$ cat config.mk
export PLATFORM = sky130hd
export DESIGN_NAME = video_packet_frame_assembler
export DESIGN_NICKNAME = d
export VERILOG_FILES = /design/src/rtl/core/vpfa_pkg.sv /design/src/rtl/core/vpfa_parser.sv /design/src/rtl/core/vpfa_tracker.sv /design/src/rtl/core/vpfa_queue.sv /design/src/rtl/core/video_packet_frame_assembler.sv
export SDC_FILE = /design/constraint.sdc
export NUM_CORES = 1
export LEC_CHECK = 0
export BUFFER_PORTS_ARGS = -buffer_cell sky130_fd_sc_hd__clkbuf_2
export CORE_MARGIN = 4
export CORE_UTILIZATION = 60
export CTS_CLUSTER_SIZE = 24
export DETAILED_ROUTE_END_ITERATION = 8
export PLACE_DENSITY = 0.79
export SETUP_SLACK_MARGIN = 0.2
export SLEW_MARGIN = 25
export SYNTH_ARGS = -nofsm -noshare
export SYNTH_HDL_FRONTEND = slang
export SYNTH_SLANG_ARGS = --single-unit
$ cat constraint.sdc
create_clock -name i_clk -period 10.9 [get_ports i_clk]
set_clock_uncertainty 0.1 [all_clocks]
set_input_delay 1.635 -clock i_clk [delete_from_list [all_inputs] [get_ports i_clk]]
set_output_delay 1.635 -clock i_clk [all_outputs]
set_load 0.01 [all_outputs]
$ cat src/rtl/core/vpfa_pkg.sv
// Package for the video packet frame assembler: geometry constants, codes,
// capture state type and the structs passed between the front and back parts.
// No dependencies.
package vpfa_pkg;

    localparam int LINE_PIXELS  = 80;
    localparam int FRAME_LINES  = 60;
    localparam int HEADER_BYTES = 4;
    localparam int PKT_BYTES    = HEADER_BYTES + 2 * LINE_PIXELS;

    localparam int POS_W   = $clog2(PKT_BYTES);
    localparam int LINE_W  = (FRAME_LINES > 1) ? $clog2(FRAME_LINES) : 1;
    localparam int ADDR_W  = 13;
    localparam int LINES_W = 6;
    localparam int CNT_W   = 16;
    localparam int QUEUE_DEPTH = 4;
    localparam int QPTR_W  = $clog2(QUEUE_DEPTH);

    localparam logic [3:0]  NIBBLE_MASK   = 4'hF;
    localparam logic [11:0] LINE_MASK     = 12'hFFF;
    localparam logic [15:0] RAW14_MASK    = 16'h3FFF;
    localparam logic [15:0] DEFAULT_LIMIT = 16'd5000;
    localparam logic [15:0] CNT_MAX       = 16'hFFFF;

    // config register indexes
    localparam logic CFG_LINEAR = 1'b0;
    localparam logic CFG_LIMIT  = 1'b1;

    // input request kinds
    localparam logic REQ_DATA  = 1'b0;
    localparam logic REQ_BEGIN = 1'b1;

    // frame status codes
    localparam logic [1:0] STAT_CAPTURING = 2'd0;
    localparam logic [1:0] STAT_COMPLETE  = 2'd1;
    localparam logic [1:0] STAT_TIMEOUT   = 2'd2;

    typedef enum logic [1:0] {
        ST_IDLE,
        ST_CAPTURE,
        ST_DONE,
        ST_TIMEOUT
    } t_cap_state;

    // parser to tracker, one per accepted data byte
    typedef struct packed {
        logic              write;
        logic [ADDR_W-1:0] addr;
        logic [15:0]       value;
        logic              last;
        logic              discard;
        logic              line_ok;
        logic [LINE_W-1:0] line;
    } t_pkt_evt;

    // one result beat as held in the queue
    typedef struct packed {
        logic               pixel_write;
        logic [ADDR_W-1:0]  pixel_address;
        logic [15:0]        pixel_value;
        logic               packet_end;
        logic [1:0]         frame_status;
        logic [LINES_W-1:0] lines_received;
        logic [CNT_W-1:0]   discarded_packets;
    } t_result;

endpackage

$ cat src/rtl/core/vpfa_parser.sv
// Front part, byte parser: packet position, header decode, pixel assembly.
// Depends on vpfa_pkg.
module vpfa_parser (
    input  logic               i_clk,
    input  logic               i_rst_n,
    input  logic               i_begin,
    input  logic               i_byte_en,
    input  logic [7:0]         i_byte,
    input  logic               i_linear,
    output vpfa_pkg::t_pkt_evt o_evt
);
    import vpfa_pkg::*;

    logic [POS_W-1:0]  r_pos, n_pos;
    logic [7:0]        r_hdr_hi;
    logic [7:0]        r_hold;
    logic              r_line_ok;
    logic              r_discard;
    logic [LINE_W-1:0] r_line;
    logic [ADDR_W-1:0] r_base;

    logic [11:0]       line12;
    logic              hdr_discard;
    logic              is_last;
    logic              in_body;
    logic [POS_W-1:0]  k;
    logic [15:0]       raw;

    assign line12      = {r_hdr_hi[3:0], i_byte} & LINE_MASK;
    assign hdr_discard = (r_hdr_hi[3:0] & NIBBLE_MASK) == NIBBLE_MASK;
    assign is_last     = r_pos == POS_W'(PKT_BYTES - 1);
    assign in_body     = r_pos >= POS_W'(HEADER_BYTES);
    assign k           = r_pos - POS_W'(HEADER_BYTES);
    assign raw         = {r_hold, i_byte};
    assign n_pos       = is_last ? '0 : r_pos + 1'b1;

    always_comb begin
        o_evt.write   = i_byte_en && in_body && k[0] && r_line_ok;
        o_evt.addr    = r_base + ADDR_W'(k[POS_W-1:1]);
        o_evt.value   = i_linear ? raw : (raw & RAW14_MASK);
        o_evt.last    = i_byte_en && is_last;
        o_evt.discard = r_discard;
        o_evt.line_ok = r_line_ok;
        o_evt.line    = r_line;
    end

    always_ff @(posedge i_clk) begin
        if (!i_rst_n) begin
            r_pos <= '0;
        end else if (i_begin) begin
            r_pos <= '0;
        end else if (i_byte_en) begin
            r_pos <= n_pos;
        end
    end

    // header and pixel payload
    always_ff @(posedge i_clk) begin
        if (i_byte_en) begin
            if (r_pos == '0) begin
                r_hdr_hi <= i_byte;
            end
            if (r_pos == POS_W'(1)) begin
                r_discard <= hdr_discard;
                r_line_ok <= !hdr_discard && (line12 < 12'(FRAME_LINES));
                r_line    <= line12[LINE_W-1:0];
                r_base    <= ADDR_W'(line12[LINE_W-1:0]) * ADDR_W'(LINE_PIXELS);
            end
            if (in_body && !k[0]) begin
                r_hold <= i_byte;
            end
        end
    end

    pos_in_range: assert property (@(posedge i_clk) disable iff (!i_rst_n)
        r_pos < POS_W'(PKT_BYTES))
        else $error("packet position beyond packet length");

endmodule

$ cat src/rtl/core/vpfa_tracker.sv
// Front part, capture tracker: seen-line map, counters, capture state and
// result assembly. Depends on vpfa_pkg.
module vpfa_tracker (
    input  logic               i_clk,
    input  logic               i_rst_n,
    input  logic               i_begin,
    input  vpfa_pkg::t_pkt_evt i_evt,
    input  logic [15:0]        i_limit,
    output logic               o_capturing,
    output logic               o_push,
    output vpfa_pkg::t_result  o_res
);
    import vpfa_pkg::*;

    t_cap_state             r_state, n_state;
    logic [FRAME_LINES-1:0] r_map, n_map;
    logic [LINES_W-1:0]     r_lines, n_lines;
    logic [CNT_W-1:0]       r_att, n_att;
    logic [CNT_W-1:0]       r_disc, n_disc;
    logic                   new_line;

    assign new_line    = i_evt.line_ok && !r_map[i_evt.line];
    assign o_capturing = r_state == ST_CAPTURE;

    // counters and map
    always_comb begin
        n_map   = r_map;
        n_lines = r_lines;
        n_att   = r_att;
        n_disc  = r_disc;
        if (i_begin) begin
            n_map   = '0;
            n_lines = '0;
            n_att   = '0;
            n_disc  = '0;
        end else if (i_evt.last) begin
            if (r_att != CNT_MAX) n_att = r_att + 1'b1;
            if (i_evt.discard) begin
                if (r_disc != CNT_MAX) n_disc = r_disc + 1'b1;
            end else if (new_line) begin
                n_map[i_evt.line] = 1'b1;
                n_lines           = r_lines + 1'b1;
            end
        end
    end

    // next state; completion wins over timeout
    always_comb begin
        n_state = r_state;
        priority if (i_begin) begin
            n_state = ST_CAPTURE;
        end else if (i_evt.last) begin
            priority if (n_lines >= LINES_W'(FRAME_LINES)) n_state = ST_DONE;
            else if (n_att >= i_limit)                    n_state = ST_TIMEOUT;
            else                                          n_state = ST_CAPTURE;
        end else begin
            n_state = r_state;
        end
    end

    // result beat, reports counts after this byte
    always_comb begin
        o_push                  = i_evt.write || i_evt.last;
        o_res.pixel_write       = i_evt.write;
        o_res.pixel_address     = i_evt.write ? i_evt.addr : '0;
        o_res.pixel_value       = i_evt.write ? i_evt.value : '0;
        o_res.packet_end        = i_evt.last;
        o_res.lines_received    = n_lines;
        o_res.discarded_packets = n_disc;
        unique case (n_state)
            ST_DONE:    o_res.frame_status = STAT_COMPLETE;
            ST_TIMEOUT: o_res.frame_status = STAT_TIMEOUT;
            default:    o_res.frame_status = STAT_CAPTURING;
        endcase
    end

    always_ff @(posedge i_clk) begin
        if (!i_rst_n) begin
            r_state <= ST_IDLE;
            r_map   <= '0;
            r_lines <= '0;
            r_att   <= '0;
            r_disc  <= '0;
        end else begin
            r_state <= n_state;
            r_map   <= n_map;
            r_lines <= n_lines;
            r_att   <= n_att;
            r_disc  <= n_disc;
        end
    end

    map_matches_count: assert property (@(posedge i_clk) disable iff (!i_rst_n)
        $countones(r_map) == int'(r_lines))
        else $error("seen-line map and line count disagree");

    done_means_full: assert property (@(posedge i_clk) disable iff (!i_rst_n)
        (r_state == ST_DONE) |-> (r_lines == LINES_W'(FRAME_LINES)))
        else $error("frame complete without all lines");

endmodule

$ cat src/rtl/core/vpfa_queue.sv
// Back part: short result queue decoupling the parser from the output stall.
// Depends on vpfa_pkg.
module vpfa_queue (
    input  logic              i_clk,
    input  logic              i_rst_n,
    input  logic              i_push,
    input  vpfa_pkg::t_result i_data,
    input  logic              i_pop,
    output logic              o_valid,
    output logic              o_full,
    output vpfa_pkg::t_result o_data
);
    import vpfa_pkg::*;

    t_result           r_mem [QUEUE_DEPTH];
    logic [QPTR_W-1:0] r_wr, r_rd;
    logic [QPTR_W:0]   r_count;
    logic              do_push, do_pop;

    assign o_valid = r_count != '0;
    assign o_full  = r_count == (QPTR_W+1)'(QUEUE_DEPTH);
    assign do_push = i_push && !o_full;
    assign do_pop  = i_pop && o_valid;
    assign o_data  = r_mem[r_rd];

    always_ff @(posedge i_clk) begin
        if (!i_rst_n) begin
            r_wr    <= '0;
            r_rd    <= '0;
            r_count <= '0;
        end else begin
            if (do_push) r_wr <= r_wr + 1'b1;
            if (do_pop)  r_rd <= r_rd + 1'b1;
            unique case ({do_push, do_pop})
                2'b10:   r_count <= r_count + 1'b1;
                2'b01:   r_count <= r_count - 1'b1;
                default: r_count <= r_count;
            endcase
        end
    end

    always_ff @(posedge i_clk) begin
        if (do_push) begin
            r_mem[r_wr] <= i_data;
        end
    end

    no_push_when_full: assert property (@(posedge i_clk) disable iff (!i_rst_n)
        o_full |-> !i_push)
        else $error("result pushed into a full queue");

endmodule

$ cat src/rtl/core/video_packet_frame_assembler.sv
// Top level of the video packet frame assembler: config registers, byte
// parser and capture tracker (front), result queue (back).
// Depends on vpfa_pkg, vpfa_parser, vpfa_tracker, vpfa_queue.
//
//  channel   dir  handshake            payload
//  s_*       in   s_tvalid/s_tready    tuser: req_type; tdata: data_byte
//  m_*       out  m_tvalid/m_tready    tuser: pixel_write; tlast: packet_end;
//                                      tdata: address, value, status, lines, discards
//  i_cfg_*   in   i_cfg_we             index 0 linear_temp_mode, 1 packet_limit
//
// One byte a cycle if s_tready: parser and tracker settle each byte combinationally,
// and any result is written into a four-beat queue at the edge that takes the byte.
// m_tvalid rises straight after that edge, from the registered queue count.
// s_tready drops only while the queue is full, so output stalls reach the input
// after four beats of backlog.
// Synchronous active-low reset: idle, no capture, limit 5000, 14-bit mode.
module video_packet_frame_assembler (
    input  logic        i_clk,
    input  logic        i_rst_n,
    input  logic        s_tvalid,
    output logic        s_tready,
    input  logic [7:0]  s_tdata,   // [7:0] data_byte
    input  logic        s_tuser,   // [0] req_type
    output logic        m_tvalid,
    input  logic        m_tready,
    output logic [55:0] m_tdata,   // [12:0] pixel_address, [28:13] pixel_value,
                                   // [30:29] frame_status, [36:31] lines_received,
                                   // [52:37] discarded_packets, [55:53] zero
    output logic        m_tuser,   // [0] pixel_write
    output logic        m_tlast,   // packet_end
    input  logic        i_cfg_we,
    input  logic        i_cfg_index,
    input  logic [15:0] i_cfg_wdata
);
    import vpfa_pkg::*;

    logic        r_linear;
    logic [15:0] r_limit;

    logic        full;
    logic        capturing;
    logic        in_acc;
    logic        begin_en;
    logic        byte_en;
    logic        push;
    t_pkt_evt    evt;
    t_result     res;
    t_result     head;

    assign s_tready = !full;
    assign in_acc   = s_tvalid && s_tready;
    assign begin_en = in_acc && (s_tuser == REQ_BEGIN);
    // data bytes outside a capture are dropped here
    assign byte_en  = in_acc && (s_tuser == REQ_DATA) && capturing;

    always_ff @(posedge i_clk) begin
        if (!i_rst_n) begin
            r_linear <= 1'b0;
            r_limit  <= DEFAULT_LIMIT;
        end else if (i_cfg_we) begin
            unique case (i_cfg_index)
                CFG_LINEAR: r_linear <= i_cfg_wdata[0];
                CFG_LIMIT:  r_limit  <= i_cfg_wdata;
            endcase
        end
    end

    vpfa_parser u_parser (
        .i_clk     (i_clk),
        .i_rst_n   (i_rst_n),
        .i_begin   (begin_en),
        .i_byte_en (byte_en),
        .i_byte    (s_tdata),
        .i_linear  (r_linear),
        .o_evt     (evt)
    );

    vpfa_tracker u_tracker (
        .i_clk       (i_clk),
        .i_rst_n     (i_rst_n),
        .i_begin     (begin_en),
        .i_evt       (evt),
        .i_limit     (r_limit),
        .o_capturing (capturing),
        .o_push      (push),
        .o_res       (res)
    );

    vpfa_queue u_queue (
        .i_clk   (i_clk),
        .i_rst_n (i_rst_n),
        .i_push  (push),
        .i_data  (res),
        .i_pop   (m_tready),
        .o_valid (m_tvalid),
        .o_full  (full),
        .o_data  (head)
    );

    assign m_tuser = head.pixel_write;
    assign m_tlast = head.packet_end;
    assign m_tdata = {3'b000, head.discarded_packets, head.lines_received,
                      head.frame_status, head.pixel_value, head.pixel_address};

endmodule

==> flow_metrics.env, run 1 <==
export IMPL_status="completed"
export IMPL_rows=59
export IMPL_rsz0062_at_grt="false"
export IMPL_crit_fanout=19
export IMPL_r2r_end="u_queue.r_mem[1][23]"
export IMPL_cts_tree="yes"
export IMPL_ys_seq_area_share_pct=63.5
export IMPL_cp_arrival_ns=5.33
export IMPL_die_area_um2=29200
export IMPL_grt_pass1_wl_mm=52.2
export IMPL_start_util_pct=61.1
export IMPL_clockRootBuffer="clkbuf_16"
export IMPL_r2r_cells=15
export IMPL_muxShareOfSynthArea_pct=9.72
export IMPL_hold_buffers=0
export IMPL_htreeDepth=2
export IMPL_finalWirelength_mm=32.4
export IMPL_p_switching_mw=0.560
export IMPL_combinationalPowerShare_pct=1.7
export IMPL_irDropWorstVdd_mv=0.115
export IMPL_syn_cell_area_um2=15900
export IMPL_dpl_hpwl_mm=20.5
export IMPL_placed_area_um2=16700
export IMPL_switching_share_pct=20.2
export IMPL_setup_violations=0
export IMPL_min_from="u_tracker.r_map[27]"
export IMPL_ys_seq_elements=381
export IMPL_n_antenna_cell=0
export IMPL_hold_class="register to register"
export IMPL_ys_types=68
export IMPL_grt_pass1_vias=9822
export IMPL_ioPinCount=91
export IMPL_drtPass1Iterations=6
export IMPL_die_x_um=171
export IMPL_core_um2=26100
export IMPL_crit_type="input pin to register"
export IMPL_power_frac_clock_pct=43.3
export IMPL_hold_viol_final=0
export IMPL_synth_xor_area_share_pct=2.75
export IMPL_worstSetupEndpointType="register"
export IMPL_seq_power_share_pct=55.0
export IMPL_layout_common_cells="edfxtp_1, nor2_1, dfxtp_1"
export IMPL_vias=9790
export IMPL_async_reset_ff_share_pct=0
export IMPL_synth_adder_area_share_pct=3.68
export IMPL_synth_top_family_by_area="simple AND/OR/NAND/NOR gates"
export IMPL_cap_violations=0
export IMPL_final_antenna_net_count=0
export IMPL_relSlewSlack_pct=35.8
export IMPL_worst_pin_slew_ns=0.960
export IMPL_synth_edf_count=247
export IMPL_clk_latency_ns=0.52
export IMPL_drv_slew=0
export IMPL_hold_end="u_tracker.r_map[27]"
export IMPL_whs_ns=0.344
export IMPL_whs_path_depth=2
export IMPL_r2r_start="u_queue.r_count[0]"
export IMPL_reg2reg_setup_slack_ns=6.35
export IMPL_synth_cells=1200
export IMPL_synth_compound_gate_area_share_pct=5.55
export IMPL_via_per_inst=5.94
export IMPL_fin_setup_tns_ns=0
export IMPL_nets=1361
export IMPL_post_route_period_util_pct=47.8
export IMPL_startpoint="s_tuser"
export IMPL_cts_resized=0
export IMPL_nFillCells=1794
export IMPL_fmax_mhz=192
export IMPL_clock_sinks=381
export IMPL_ys_dominant_reg_cell="edfxtp_1"
export IMPL_cts_setup_buffers=0
export IMPL_antenna_found_initial=0
export IMPL_final_common_cell="edfxtp_1"
export IMPL_port_buffers=87
export IMPL_wl_per_cell_um=19.6
export IMPL_cts_max_path_buffers=3
export IMPL_die_h_um=171
export IMPL_cts_inserted_buffers=38
export IMPL_synth_simple_area_share_pct=12.1
export IMPL_design_area_um2=17800
export IMPL_overflow=0
export IMPL_synth_avg_cell_area_um2=13.3
export IMPL_drtIter0Drc=948
export IMPL_p_per_area_nw_per_um2=156
export IMPL_crit_path_start_kind="input pin"
export IMPL_drive_gt1_share_pct=18.7
export IMPL_p_leak_nw=6.84
export IMPL_gp_congestion=0.875
export IMPL_drc_errors=0
export IMPL_gr_usage_all_layers_pct=22.6
export IMPL_p_int_mw=2.22
export IMPL_ys_warn_count=0
export IMPL_fin_crit_ns=5.21
export IMPL_grt_start_max_net_pins=66
export IMPL_syn_to_final_growth_pct=12.1
export IMPL_crit_required_ns=11.02
export IMPL_clk_pin_slew_ns=0.06
==> per-stage QoR <==
stage                     instances  worst slack (ns)  util, %  total power [mW]
after floorplan                1202              5.00        -              1.59
after global placement         1580              5.44     64.0              1.60
after detailed placement       1580              5.23     64.0              1.61
after CTS                      1648              5.75     68.4              2.79
after global routing           1648              5.38     68.4              2.87
final                          1648              5.69     68.4              2.78
==> power by group through the flow <==
stage                     registers [mW]  clock network [mW]  logic, mW
after global placement              1.56                   0     0.0465
after CTS                           1.53                1.22     0.0482
after detailed placement            1.56                   0     0.0473
after global routing                1.53                1.29     0.0538
final                               1.53                1.20     0.0479
after floorplan                     1.56                   0     0.0309
==> final cells by class <==
cell class                      count  area [um^2]  share of cell area, %
Timing Repair Buffer               99          526                   2.95
Clock inverter                     19          103                  0.575
Multi-Input combinational cell    713         5440                   30.5
Sequential cell                   381        10100                   56.7
Inverter                           52          195                   1.09
Clock buffer                       49         1040                   5.85
Tap cell                          335          419                   2.35
==> worst max path at each step <==
stage / slack (ns) / to / depth (start not counted)
CTS: 5.75 / u_queue.r_mem[0][23] / 16
finish: 5.69 / u_queue.r_mem[1][23] / 16
detailed placement: 5.23 / u_queue.r_mem[0][23] / 16
floorplan: 5.00 / u_queue.r_mem[0][0] / 6
global placement: 5.44 / u_queue.r_mem[0][23] / 16
global route: 5.38 / u_queue.r_mem[0][23] / 16
==> per-layer routing <==
| layer | share of wire, % | GRT usage (%) | wire, um | vias up |
|---|---|---|---|---|
| met5 | 0 | 0 | 0 | - |
| met4 | 2.1 | 6.20 | 675 | 0 |
| met2 | 51 | 39.2 | 16400 | 267 |
| li1 | - | - | - | 4570 |
| met3 | 4.9 | 3.81 | 1590 | 56 |
| met1 | 42 | 30.1 | 13700 | 4897 |
==> registers in the layout, indices dropped and copies added (netlist names), named ones only <==
signal	cells
u_tracker.r_disc	16
u_parser.r_pos	8
u_tracker.r_lines	6
u_parser.r_line_ok	1
u_parser.r_base	7
u_parser.r_line	6
r_limit	16
u_tracker.r_map	60
r_linear	1
u_queue.r_rd	2
u_queue.r_mem	220
u_tracker.r_att	16
u_parser.r_discard	1
u_parser.r_hdr_hi	4
u_queue.r_count	3
u_parser.r_hold	8
u_queue.r_wr	2
u_tracker.r_state	2
==> Yosys cell counts, drive strengths merged, types with 4 or more instances <==
cell    instances  area [um^2]
a21o           10         75.1
a21oi          88          440
and2           26          163
and3           18          113
and4            4         35.0
buf            15         78.8
clkbuf         41          154
dfxtp         134         2680
edfxtp        247         7420
ha             42          526
inv            52          195
mux2            4         45.0
mux2i          15          150
mux4           60         1350
nand2          77          289
nand2b          5         31.3
nand3          24          120
nand4          18          113
nand4b          4         35.0
nor2          144          551
nor2b           9         63.8
nor3           38          200
nor3b           4         35.0
nor4            8         68.8
o211ai          6         45.0
o21ai           9         45.0
or3             6         37.5
xnor2          22          193
xor2           28          245
==> worst max-delay path, stage by stage <==
cell and delay, ns:
clkbuf_2 0.09, nor2_1 0.11, nand4_1 0.34, nor4_4 0.31, buf_4 0.28, nand2_1 0.15, or2_2 0.33, nor3_1 0.19
xnor2_1 0.17, nor2_1 0.06, ha_1 0.33, nand4_1 0.08, or3_1 0.35, a211oi_1 0.25, a311oi_1 0.11, nor4_1 0.54
==> kinds of logic (layout without fill, tap and decap cells) <==
kind of cell / Yosys count / in the layout
buffers and inverters: 108 / 219
and+or+nand+nor: 393 / 393
muxes: 79 / 79
DFF: 381 / 381
other: 1 / 3
adders and majority gates: 45 / 45
xor gates and xnor gates: 50 / 50
AOI/OAI and AO/OA: 143 / 143
(Power assumes the default switching activity.)
==> inputs of run 2 (changes only) <==
clock period = 4.9 ns   (was 10.9 ns; I/O delays follow)
==> flow_metrics.env, run 2 (same netlist as run 1, synthesis figures left out) <==
export IMPL_cts_max_path_buffers=3
export IMPL_htreeDepth=2
export IMPL_fin_cells=1651
export IMPL_r2r_cells=15
export IMPL_max_flop_register="u_queue.r_mem"
export IMPL_placed_area_um2=16800
export IMPL_hold_class="register to register"
export IMPL_crit_fanout=17
export IMPL_crit_type="register to register"
export IMPL_wl_met2_mm=15.9
export IMPL_cap_violations=0
export IMPL_cts_setup_buffers=0
export IMPL_max_stage_delay_ns=0.44
export IMPL_nets=1366
export IMPL_port_buffers=87
export IMPL_gp_congestion=0.889
export IMPL_start_util_pct=61.1
export IMPL_drv_slew=0
export IMPL_seq_power_share_pct=55.1
export IMPL_vias=9815
export IMPL_setup_violations=0
export IMPL_min_from="u_tracker.r_map[17]"
export IMPL_nFillCells=1772
export IMPL_cp_arrival_ns=4.34
export IMPL_switching_share_pct=19.5
export IMPL_top_layer="met4"
export IMPL_grt_start_max_net_pins=56
export IMPL_whs_ns=0.348
export IMPL_clockRootBuffer="clkbuf_16"
export IMPL_p_switching_mw=1.20
export IMPL_n_antenna_cell=0
export IMPL_fin_crit_ns=4.22
export IMPL_grt_pass1_vias=9939
export IMPL_drtPass1Iterations=5
export IMPL_drc_errors=0
export IMPL_startpoint="u_parser.r_pos[2]"
export IMPL_gr_usage_all_layers_pct=22.2
export IMPL_cts_resized=0
export IMPL_clk_latency_ns=0.51
export IMPL_final_antenna_net_count=0
export IMPL_antenna_found_initial=0
export IMPL_post_route_period_util_pct=86.1
export IMPL_crit_end="u_queue.r_mem[1][23]"
export IMPL_placed_cells=1586
export IMPL_drtIter0Drc=813
export IMPL_irDropWorstVdd_mv=0.364
export IMPL_wl_met3_mm=1.86
export IMPL_critical_path_slowest_cell="nor4_1"
export IMPL_final_common_cell="edfxtp_1"
export IMPL_reg2reg_setup_slack_ns=0.68
export IMPL_dpl_hpwl_mm=20.8
export IMPL_design_area_um2=17900
export IMPL_worstSetupEndpointType="register"
export IMPL_relSlewSlack_pct=34.5
export IMPL_die_h_um=171
export IMPL_ioPinCount=91
export IMPL_crit_required_ns=5.03
export IMPL_die_area_um2=29200
export IMPL_largest_reg_flops=220
export IMPL_core_um2=26100
export IMPL_r2r_end="u_queue.r_mem[1][23]"
export IMPL_hold_buffers=0
export IMPL_rsz0062_at_grt="false"
export IMPL_via_per_inst=5.94
export IMPL_drive_gt1_share_pct=18.5
export IMPL_grt_pass1_wl_mm=51.7
export IMPL_cp_cell_sequence="inv_1 -> ha_1 -> nand4b_1 -> nor4_4 -> buf_4 -> nand2_1 -> nor4_1 -> a21oi_1 -> and2_1 -> ha_1 -> nand4_1 -> or3_1 -> a211oi_1 -> a311oi_1 -> nor4_1"
export IMPL_clk_pin_slew_ns=0.06
export IMPL_status="completed"
export IMPL_cts_tree="yes"
export IMPL_overflow=0
export IMPL_biggestRegsByFlops="u_queue.r_mem: 220 flops, u_tracker.r_map: 60 flops"
export IMPL_p_int_mw=4.96
export IMPL_crit_path_start_kind="register"
export IMPL_worst_pin_slew_ns=0.979
export IMPL_wl_per_cell_um=19.4
export IMPL_r2r_start="u_parser.r_pos[2]"
export IMPL_wl_met1_mm=13.6
export IMPL_p_leak_nw=6.87
export IMPL_p_per_area_nw_per_um2=344
export IMPL_die_x_um=171
export IMPL_power_frac_clock_pct=43.1
export IMPL_hold_viol_final=0
export IMPL_combinationalPowerShare_pct=1.7
export IMPL_finalWirelength_mm=32.1
export IMPL_syn_to_final_growth_pct=12.5
export IMPL_cts_inserted_buffers=37
export IMPL_rows=59
export IMPL_fmax_mhz=237
export IMPL_layout_common_cells="edfxtp_1, nor2_1, dfxtp_1"
export IMPL_clock_sinks=381
-- run 2: power groups by stage --
stage,combinational [mW],sequential [mW],clock [mW]
2_1_floorplan,0.0687,3.46,0
3_3_place_gp,0.103,3.47,0
3_5_place_dp,0.105,3.47,0
4_1_cts,0.107,3.40,2.70
5_1_grt,0.118,3.39,2.87
6_report,0.106,3.40,2.66
-- run 2: per-layer routing --
layer	global-route usage (%)	vias to the layer above
met3	3.70	61
met2	37.5	316
met4	6.54	0
li1	-	4583
met5	0	-
met1	30.1	4855
-- run 2: worst max-delay path, delay by kind of cell, from the launching register on --
kind / cells / cell delay, ns
flops: 1 / 0.40
buf+inv: 2 / 0.44
fa+ha+maj: 2 / 0.49
simple gates: 8 / 1.98
compound gates: 3 / 0.50
-- run 2: worst min path at each step --
stage	end	cells after the start	slack, ns
floorplan	u_tracker.r_map[18]	2	0.32
global route	r_limit[5]	3	0.34
finish	u_tracker.r_map[17]	2	0.35
detailed placement	u_tracker.r_map[17]	2	0.34
global placement	u_tracker.r_map[18]	2	0.33
CTS	u_parser.r_hold[6]	1	0.34
-- run 2: final cells by class --
class | instances | area, um^2 | share of cell area [%]
sequential | 381 | 10100 | 56.5
clock buffer | 54 | 1040 | 5.82
multi-input combinational | 713 | 5440 | 30.4
clock inverter | 11 | 92.6 | 0.517
inverter | 52 | 195 | 1.09
tap | 335 | 419 | 2.34
timing repair buffer | 105 | 608 | 3.40
-- run 2: stage by stage --
stage	power, mW	util, %	setup WS (ns)	setup TNS, ns
final	6.16	68.7	0.683	0
after global routing	6.38	68.7	0.314	0
after CTS	6.21	68.7	0.741	0
after detailed placement	3.57	64.3	0.439	0
after global placement	3.57	64.3	0.744	0
after floorplan	3.53	-	-0.0959	-21.09
==> inputs of run 3 (changes only) <==
RECOVER_POWER = 50   (was not set)
==> flow_metrics.env, run 3 (same netlist as run 1, synthesis figures left out) <==
export IMPL_max_flop_register="u_queue.r_mem"
export IMPL_rows=59
export IMPL_biggestRegsByFlops="u_queue.r_mem: 220 flops, u_tracker.r_map: 60 flops"
export IMPL_drv_slew=161
export IMPL_fin_cells=1651
export IMPL_post_route_period_util_pct=88.3
export IMPL_cts_tree="yes"
export IMPL_rsz0062_at_grt="false"
export IMPL_clockRootBuffer="clkbuf_16"
export IMPL_cap_violations=4
export IMPL_clk_latency_ns=0.51
export IMPL_cts_resized=0
export IMPL_setup_violations=0
export IMPL_r2r_start="u_queue.r_count[2]"
export IMPL_start_util_pct=61.1
export IMPL_crit_fanout=55
export IMPL_drive_gt1_share_pct=15.3
export IMPL_drtIter0Drc=901
export IMPL_fin_crit_ns=4.33
export IMPL_drtPass1Iterations=5
export IMPL_cts_max_path_buffers=3
export IMPL_hold_end="u_tracker.r_map[17]"
export IMPL_worstSetupEndpointType="register"
export IMPL_status="complete, but fails checks"
export IMPL_gp_congestion=0.889
export IMPL_fin_setup_tns_ns=0
export IMPL_syn_to_final_growth_pct=11.8
export IMPL_final_common_cell="edfxtp_1"
export IMPL_htreeDepth=2
export IMPL_power_mw=6.16
export IMPL_crit_type="register to register"
export IMPL_grt_start_max_net_pins=56
export IMPL_final_antenna_net_count=0
export IMPL_dpl_hpwl_mm=20.8
export IMPL_grt_pass1_vias=9939
export IMPL_clk_pin_slew_ns=0.06
export IMPL_cts_setup_buffers=0
export IMPL_relSlewSlack_pct=-16.1
export IMPL_crit_required_ns=4.72
export IMPL_ioPinCount=91
export IMPL_wl_per_cell_um=19.5
export IMPL_n_antenna_cell=0
export IMPL_nFillCells=1813
export IMPL_crit_path_start_kind="register"
export IMPL_vias=9870
export IMPL_p_per_area_nw_per_um2=346
export IMPL_min_from="u_tracker.r_map[17]"
export IMPL_cts_inserted_buffers=37
export IMPL_core_um2=26100
export IMPL_nets=1366
export IMPL_irDropWorstVdd_mv=0.362
export IMPL_overflow=0
export IMPL_drc_errors=0
export IMPL_final_util_pct=68.3
export IMPL_cp_arrival_ns=4.15
export IMPL_pre_cts_ws_ns=0.439
export IMPL_r2r_cells=9
export IMPL_port_buffers=87
export IMPL_fmax_mhz=231
export IMPL_layout_common_cells="edfxtp_1, nor2_1, dfxtp_1"
export IMPL_antenna_found_initial=0
export IMPL_finalWirelength_mm=32.1
export IMPL_fin_ws_ns=0.573
export IMPL_hold_buffers=0
export IMPL_gr_usage_all_layers_pct=22.2
export IMPL_placed_cells=1586
export IMPL_clock_sinks=381
export IMPL_whs_path_depth=2
export IMPL_p_leak_nw=6.70
export IMPL_die_area_um2=29200
export IMPL_violations="capacitance limit, slew limit"
export IMPL_reg2reg_setup_slack_ns=0.57
export IMPL_r2r_end="u_queue.r_mem[3][33]"
export IMPL_die_x_um=171
export IMPL_hold_viol_final=0
export IMPL_via_per_inst=5.98
export IMPL_grt_pass1_wl_mm=51.7
export IMPL_largest_reg_flops=220
export IMPL_worst_pin_slew_ns=1.74
export IMPL_die_h_um=171
export IMPL_hold_class="register to register"
-- run 3: cell count changes in the layout (fill, tap and decap cells not counted), moves of 2 or more --
cell      change
and2_0       +20
and2_1       -20
buf_12        -2
buf_4         -4
clkbuf_1     +38
clkbuf_2     -32
-- run 3: layer usage --
| metal | global-route usage, % | vias up | share of wire (%) |
|---|---|---|---|
| met3 | 3.70 | 66 | 6.3 |
| met2 | 37.5 | 339 | 49 |
| met1 | 30.1 | 4881 | 42 |
| met4 | 6.54 | 0 | 2.4 |
| met5 | 0 | - | 0 |
| li1 | - | 4584 | - |
-- run 3: cell type report --
| cell class | instances | area [um^2] | share of cell area, % |
|---|---|---|---|
| multi-input combinational | 713 | 5420 | 30.4 |
| inverter | 52 | 195 | 1.10 |
| tap | 335 | 419 | 2.36 |
| clock buffer | 54 | 1040 | 5.85 |
| timing repair buffer | 105 | 520 | 2.93 |
| sequential | 381 | 10100 | 56.8 |
| clock inverter | 11 | 92.6 | 0.521 |
-- run 3: worst max-delay path by stage --
stage | from | to | slack [ns]
after floorplan | s_tuser | u_queue.r_mem[0][0] | -0.1
after global placement | s_tuser | u_queue.r_mem[0][23] | 0.74
after CTS | u_parser.r_pos[2] | u_queue.r_mem[1][23] | 0.74
after detailed placement | s_tuser | u_queue.r_mem[3][23] | 0.44
final | u_queue.r_count[2] | u_queue.r_mem[3][33] | 0.57
after global routing | u_queue.r_count[2] | u_queue.r_mem[3][16] | 0.28
-- run 3: worst max-delay path: stages (launching register included) --
cell      delay (ns)
dfxtp_1         0.36
or3b_1          0.43
nand4_1         0.30
a31oi_1         0.11
nand3_1         0.10
clkbuf_1        0.50
inv_1           0.14
nor2_1          0.70
nor2b_4         0.06
clkbuf_2        0.91
-- run 3: where the power goes --
part           switching, mW  total (mW)  internal (mW)
Clock                   1.12        2.65           1.53
Combinational         0.0727       0.105         0.0326
Sequential           0.00542        3.40           3.39
-- run 3: stage by stage --
stage / hold slack (ns) / cell area [um^2]
global placement: 0.332 / 16800
finish: 0.347 / 17800
global route: 0.339 / 17800
CTS: 0.336 / 17900
floorplan: 0.321 / 15900
detailed placement: 0.338 / 16800
